**src/sv/bsmv_pkg.sv**
```systemverilog
// bsmv_pkg: shared types and constants of the block sparse matvec datapath
// no dependencies
`timescale 1ns / 1ps

package bsmv_pkg;

  // block edge length and fixed-point widths
  localparam int Blk      = 5;
  localparam int ElemW    = 16;
  localparam int ProdW    = 2 * ElemW;
  localparam int AccW     = 48;
  localparam int RowW     = 10;
  localparam int XIdxW    = 13;
  localparam int BColW    = 10;
  localparam int SColW    = 3;

  // row counter limit
  localparam int MaxBlockRows = 1024;
  localparam int NumRowsW     = 11;
  localparam logic [NumRowsW-1:0] NumRowsRst = 11'd1024;
  localparam logic [NumRowsW-1:0] RowLimMax  = NumRowsW'(MaxBlockRows);

  // configuration port
  localparam int CfgAddrW = 3;
  localparam int CfgDataW = 32;
  localparam logic RegNumBlockRows = 1'b0;

  // item modes; the fourth code is a no-op
  typedef enum logic [1:0] {
    MODE_LOAD  = 2'd0,
    MODE_MUL   = 2'd1,
    MODE_EMPTY = 2'd2
  } mode_e;

  // control from the pipeline to each accumulator lane
  typedef struct packed {
    logic adv;      // pipeline advances this cycle
    logic acc_add;  // product in stage 3 is added
    logic acc_clr;  // row ends, accumulator is cleared
  } lane_ctrl_t;

endpackage

```
**src/sv/bsmv_lane.sv**
```systemverilog
// bsmv_lane: one block row lane, product register and saturating accumulator
// depends on bsmv_pkg
`timescale 1ns / 1ps

module bsmv_lane
  import bsmv_pkg::*;
(
  input  logic                    clk_i,
  input  logic                    rst_ni,
  input  lane_ctrl_t              ctrl_i,
  input  logic signed [ElemW-1:0] elem_i,
  input  logic [ElemW-1:0]        x_i,
  output logic signed [AccW-1:0]  sum_o
);

  logic signed [ProdW-1:0] prod_q;
  logic signed [AccW-1:0]  acc_q, acc_d;
  logic signed [AccW:0]    sum_wide;
  logic signed [AccW-1:0]  sum_sat;

  // multiply stage
  always_ff @(posedge clk_i) begin
    if (ctrl_i.adv) begin
      prod_q <= elem_i * $signed(x_i);
    end
  end

  // add with one guard bit, then clamp to the accumulator range
  always_comb begin
    sum_wide = (AccW+1)'(acc_q) + (AccW+1)'(prod_q);
    if (sum_wide[AccW] != sum_wide[AccW-1]) begin
      sum_sat = sum_wide[AccW] ? {1'b1, {(AccW-1){1'b0}}} : {1'b0, {(AccW-1){1'b1}}};
    end else begin
      sum_sat = sum_wide[AccW-1:0];
    end
  end

  // value the row sum takes after this beat
  assign sum_o = ctrl_i.acc_add ? sum_sat : acc_q;

  always_comb begin
    acc_d = acc_q;
    if (ctrl_i.adv) begin
      if (ctrl_i.acc_clr) begin
        acc_d = '0;
      end else begin
        acc_d = sum_o;
      end
    end
  end

  always_ff @(posedge clk_i or negedge rst_ni) begin
    if (!rst_ni) begin
      acc_q <= '0;
    end else begin
      acc_q <= acc_d;
    end
  end

endmodule

```
**config.mk**
```make
export PLATFORM = sky130hd
export DESIGN_NAME = bsmv_lane
export DESIGN_NICKNAME = d
export VERILOG_FILES = /design/src/sv/bsmv_pkg.sv /design/src/sv/bsmv_lane.sv
export SDC_FILE = /design/constraint.sdc
export NUM_CORES = 1
export LEC_CHECK = 0
export ABC_AREA = 1
export ABC_CLOCK_PERIOD_IN_PS = 2700
export BUFFER_PORTS_ARGS = -buffer_cell sky130_fd_sc_hd__buf_4
export CAP_MARGIN = 20
export CORE_ASPECT_RATIO = 2
export CORE_MARGIN = 2
export CORE_UTILIZATION = 55
export CTS_CLUSTER_DIAMETER = 80
export CTS_CLUSTER_SIZE = 25
export DETAILED_ROUTE_END_ITERATION = 7
export PLACE_DENSITY_LB_ADDON = 0.25
export SLEW_MARGIN = 20
export SYNTH_ARGS = -nofsm -noshare
export SYNTH_HDL_FRONTEND = slang
export SYNTH_SLANG_ARGS = --single-unit
```
**constraint.sdc**
```tcl
create_clock -name clk_i -period 2.7 [get_ports clk_i]
set_clock_uncertainty 0.2 [all_clocks]
set_input_delay 0.135 -clock clk_i [delete_from_list [all_inputs] [get_ports clk_i]]
set_output_delay 0.135 -clock clk_i [all_outputs]
set_load 0.02 [all_outputs]
```
==> results of run 1 <==
-- layout by cell type, fill, tap and decap left out, types with 9 or more instances in the layout --
cell type	instances
nor2_1	100
buf_6	136
ha_4	50
fa_2	24
nand4_1	23
buf_12	27
nand3_4	10
ha_1	73
nand2_4	142
buf_8	20
inv_2	63
clkbuf_16	9
a21oi_1	40
dfrtp_1	46
nand3_1	38
fa_1	239
edfxtp_1	32
o21ai_1	10
nand2_2	143
nand2_1	596
xor2_1	36
a21oi_4	13
xnor2_1	28
o21ai_2	12
nand3_2	13
buf_16	11
nor2_4	14
inv_1	493
buf_4	479
o21bai_1	17
o21ai_0	16
nor2_2	18
a21oi_2	44
-- stage by stage --
| step | TNS (ps) | utilization | instances | setup slack [ps] | hold slack, ps |
|---|---|---|---|---|---|
| floorplan | -66700 | - | 2481 | -2530 | -361 |
| global placement | -112590 | 0.715 | 3378 | -2870 | 24.6 |
| detailed placement | -118800 | 0.715 | 3378 | -2950 | 40.1 |
| CTS | -107690 | 0.823 | 3486 | -2460 | 147 |
| global route | -192270 | 0.871 | 3512 | -3170 | 179 |
| finish | -192900 | 0.871 | 3513 | -2910 | 163 |
-- sequential cells by signal, indices dropped and copies added (netlist names) --
register,flops
acc_q,48
prod_q,32
-- cells by family after synthesis --
logic type      synth area share
fa+ha+maj                  0.393
compound gates            0.0550
xor+xnor                  0.0339
flops                      0.123
buf+inv                    0.142
simple gates               0.254
-- layout make-up --
type | instances | area share
Inverter | 562 | 0.0774
Clock inverter | 6 | 0.00333
Timing Repair Buffer | 674 | 0.229
Multi-Input combinational cell | 1755 | 0.584
Tap cell | 423 | 0.0193
Sequential cell | 80 | 0.0788
Clock buffer | 10 | 0.00834
Antenna cell | 3 | 0.000273
-- worst paths after layout --
path                       slack [ps]         end
setup / recovery                -2910  prod_q[27]
hold / removal                    160   prod_q[1]
setup reg to reg                -1450   acc_q[37]
hold reg to reg                   330    acc_q[0]
max in group asynchronous        1380   acc_q[18]
min in group asynchronous         240   acc_q[14]
-- worst max-delay path, stage by stage --
cell and delay, ps:
buf_6 130, buf_4 190, nand2_1 230, fa_1 550, fa_2 430, fa_2 400
fa_1 520, inv_1 70, fa_1 570, inv_2 60, fa_1 550, inv_2 60
ha_4 320, nand2_4 100, nor2_2 120, buf_4 110, nand4_1 130, nand3_2 210
a21oi_4 120, buf_6 140, xnor2_2 390
-- routing by layer --
layer  global-route usage  vias to the layer above  part of all wire
li1                     -                     8545                 -
met1                0.410                     9888              0.27
met2                0.800                     1732              0.45
met3                0.219                      959              0.13
met4                0.498                       14              0.15
met5              0.00774                        -            0.0020
-- timing repair --
action                                  CTS  global route
gates cloned                             11             0
endpoints found under the setup margin  124           124
hold buffers                              1             0
pin swaps                               154           206
hold endpoints to repair                 48             0
resized for setup                       565           370
buffers inserted                         80            45
==> run metrics, run 1 <==
status=finished with violations; violated checks=design-rule violations, negative setup slack; max_cap viols=0; Critical Path RT=2630 ps; Worst Path Max Fanout=9; via total after detailed routing=21.1k; Slew @ Worst Pin=1130 ps; CTS Root Cell=clkbuf_16; Final nets=3512; Starting Density=0.557; Worst Path Class, Setup=in -> reg; FMAX=178 MHz; IO Port Bufs=84; CTS tree=done; FF+latch area=2160 um^2; Starting DRT DRC Count=2289; DRT antenna net count=0; Clock Path Buffers=2; drt drc=49; post-DR vias/cell=6.02; die area=33500 um^2; grt total ovfl=0; layout cells sized above 1=0.418; cell taking the most area after synthesis=fa_1; CP Capture Type=register; synth top area cells=fa_1 30%, nand2_1 18%, inv_1 12%; CP arrival=5540 ps; initial antenna violation count=10; Num CTS Buffers=9; #FFs+latches synth=80; final instance area=27500 um^2; clk_lat worst skew=390 ps; setup violators final=124; Worst Setup SP=x_i[2]; predominant post-synthesis flop cell=dfrtp_1; Post-Route WL=90400 um; hold_sp=elem_i[1]; CTS sink cnt=80; Die W=130 um; syn_nets=2911; Synth Warn #=0; dpl cell area=22500 um^2; area occupied by multi-input gates=16000 um^2; Tcrit/Tclk final=2.08; most frequent cell after synthesis=nand2_1; worst hold stages=5; io pins=85; HPWL after DPL=53800 um; Worst setup SP type=input pin; Avg Cell Area, Syn=7.08 um^2; gpl congestion=1.00; core area=31500 um^2; FILL cells=1590; max_slew headroom=0.245; Post-synth EDFFs=32; first-pass GRT wire length=120000 um; average routed wire per standard cell=25.7 um; final setup margin=-2910 ps; Slew Limit Fails=0; top-area cell type share of the netlist area=0.300; R2R depth=21; H-tree Lvls=3; reg2reg start=prod_q[27]; Die H=257 um; asr flop ratio synth=0.600; fin crit period=5610 ps; post-synthesis sequential area ratio=0.123; area delta synth->final=56.4%; Post-synth top cells=859 x nand2_1, 559 x inv_1, 263 x fa_1; Hold Fails Final Rpt=0; clk slew on worst S/H paths=70 ps; mapped cell area=17600 um^2; Synth Instances=2481; pin count of the biggest net entering global routing=49; vias in the first global route=21.8k; Total GRT Usage=0.489; Yosys cell types=38; drt first pass iters=8; unrepaired setup endpoints after global routing=yes; # rows=92; Min-Delay Path Class=in -> reg
Power of run 1 is not shown: default switching activity piles up to over one toggle a cycle in this logic, so the estimate is an artifact.
==> run 2: changes to the inputs <==
--- a/config.mk
+++ b/config.mk
@@ -8,3 +8,3 @@
 export ABC_AREA = 1
-export ABC_CLOCK_PERIOD_IN_PS = 2700
+export ABC_CLOCK_PERIOD_IN_PS = 7220
 export BUFFER_PORTS_ARGS = -buffer_cell sky130_fd_sc_hd__buf_4
==> constraint.sdc (replaced) <==
create_clock -name clk_i -period 7.22 [get_ports clk_i]
set_clock_uncertainty 0.2 [all_clocks]
set_input_delay 0 -clock clk_i [delete_from_list [all_inputs] [get_ports clk_i]]
set_output_delay 0 -clock clk_i [all_outputs]
set_load 0.02 [all_outputs]
==> run 2 against run 1 <==
  * The flow now finishes without violations
  * Sequential share of layout area is 3.7 points higher
  * Register-to-register slack better by 3800 ps
  * First-iteration DRC count fell by 65%
  * Wire length shrank 35%
  * Hold slack lost 160 ps
  * Largest cell class unchanged
  * Clock-buffer cell count shrank 1
  * Sequential cell count stayed put
  * Via count shrank 26%
==> run metrics, run 2 (synthesis results as in run 1) <==
# resized after CTS=0 (was 565); H-tree Lvls=3 (unchanged); core area=31500 um^2 (unchanged); drt drc=0 (was 49); Final nets=2933 (was 3512); largest registers=acc_q x48, prod_q x32 (unchanged); pin count of the biggest net entering global routing=51 (was 49); IO Port Bufs=84 (unchanged); Starting DRT DRC Count=796 (was 2289); max_cap viols=0 (unchanged); io pins=85 (unchanged); Slew @ Worst Pin=1060 ps (was 1130 ps); Starting Density=0.557 (unchanged); post-DR vias/cell=5.37 (was 6.02); grt total ovfl=0 (unchanged); area delta synth->final=6.77% (was 56.4%); Worst Path Max Fanout=16 (was 9); Num CTS Buffers=9 (unchanged); status=finished clean (was finished with violations); Worst setup SP type=input pin (unchanged); antenna cells=0 (was 3); CTS sink cnt=80 (unchanged); via total after detailed routing=15.7k (was 21.1k); # rows=92 (unchanged); die area=33500 um^2 (unchanged); max_slew headroom=0.287 (was 0.245); drt first pass iters=6 (was 8); Slew Limit Fails=0 (unchanged); Die W=130 um (unchanged); Worst Path Class, Setup=in -> reg (unchanged); average routed wire per standard cell=20.0 um (was 25.7 um); Post-Route WL=58700 um (was 90400 um); setup_tns=0 ps (was -192900 ps); Tcrit/Tclk final=0.868; Top reg by flops=acc_q (unchanged); gpl congestion=0.999 (was 1.00); most common cell after layout, fill and taps aside=nand2_1 (unchanged); fin crit period=6260 ps; DRT antenna net count=0 (unchanged); CTS tree=done (unchanged); most frequent cells in the layout=859 x nand2_1, 559 x inv_1, 263 x fa_1 (was 596 x nand2_1, 493 x inv_1, 479 x buf_4); Hold WS=3.16 ps (was 163 ps); Critical Path RT=7130 ps (was 2630 ps); Clock Path Buffers=2 (unchanged); first-pass GRT wire length=91000 um (was 120000 um); CP arrival=6180 ps (was 5540 ps); CTS Root Cell=clkbuf_16 (unchanged); Min-Delay Path Class=in -> reg (unchanged); clk_lat worst skew=380 ps (was 390 ps); vias in the first global route=16.8k (was 21.8k); Hold Fails Final Rpt=0 (unchanged); clk slew on worst S/H paths=70 ps (about the same); initial antenna violation count=0 (was 10); layout cells sized above 1=0.0594 (was 0.418); FMAX=160 MHz; unrepaired setup endpoints after global routing=no (was yes); setup violators final=0 (was 124); max reg flops=48 (unchanged); Die H=257 um (unchanged); HPWL after DPL=48400 um (was 53800 um); Total GRT Usage=0.368 (was 0.489); CP Capture Type=register (unchanged)
[run 2: cell count changes in the layout (fill, tap and decap cells not counted), moves of 50 or more]
cell / delta
nand2_1: +263
a21oi_1: +53
inv_2: -60
ha_4: -50
buf_6: -136
nand2_2: -114
inv_1: +66
nand2_4: -142
ha_1: +57
buf_4: -389
[run 2: per-stage QoR]
stage	setup WS [ps]	cells	util	instance area, um^2
after floorplan	1600	2481	-	17600
after global placement	1070	2910	0.583	18400
after detailed placement	995	2910	0.583	18400
after CTS	1110	2931	0.594	18700
after global routing	813	2931	0.594	18700
final	955	2931	0.594	18700
[run 2: routing by layer]
| layer | wire length, um | vias to the layer above | track usage |
|---|---|---|---|
| li1 | - | 7368 | - |
| met1 | 17600 | 7607 | 0.331 |
| met2 | 32000 | 524 | 0.689 |
| met3 | 3090 | 241 | 0.0643 |
| met4 | 5950 | 0 | 0.299 |
| met5 | 0 | - | 0 |
[run 2: repair_timing]
| action | 4_1_cts | 5_1_grt |
|---|---|---|
| hold buffers | 5 | 0 |
| hold endpoints to repair | 83 | 0 |
| setup buffers | 0 | 0 |
| setup endpoints to repair | 0 | 0 |
[run 2: cell type report]
class                           count  area (um^2)
Inverter                          562         2110
Clock buffer                        9          225
Timing Repair Buffer               95          726
Tap cell                          423          529
Multi-Input combinational cell   1755        12900
Fill cell                        3091        12800
Sequential cell                    80         2160
Clock inverter                      7         75.1
[run 2: final timing paths]
check                      startpoint          to  slack (ps)  cells past startpoint
max                         elem_i[1]  prod_q[26]         960                     19
min                            x_i[1]   prod_q[1]           3                      4
max reg2reg                prod_q[31]   acc_q[38]        2320                     15
min reg2reg                 acc_q[14]   acc_q[14]         310                      2
max in group asynchronous      rst_ni   acc_q[34]        6270                      2
min in group asynchronous      rst_ni   acc_q[13]          20                      2
[run 2: worst max-delay path, stage by stage]
cell,delay (ps)
dlygate4sd3_1,530
buf_4,240
nand2_1,110
fa_1,500
fa_1,510
inv_1,50
fa_1,510
fa_1,440
fa_1,510
fa_1,420
ha_1,360
nand2_1,240
inv_1,90
a21oi_1,320
o21ai_0,340
a21o_1,270
a21oi_1,350
o21ai_0,200
xor2_1,170
Power of run 2 is left out for the same reason.
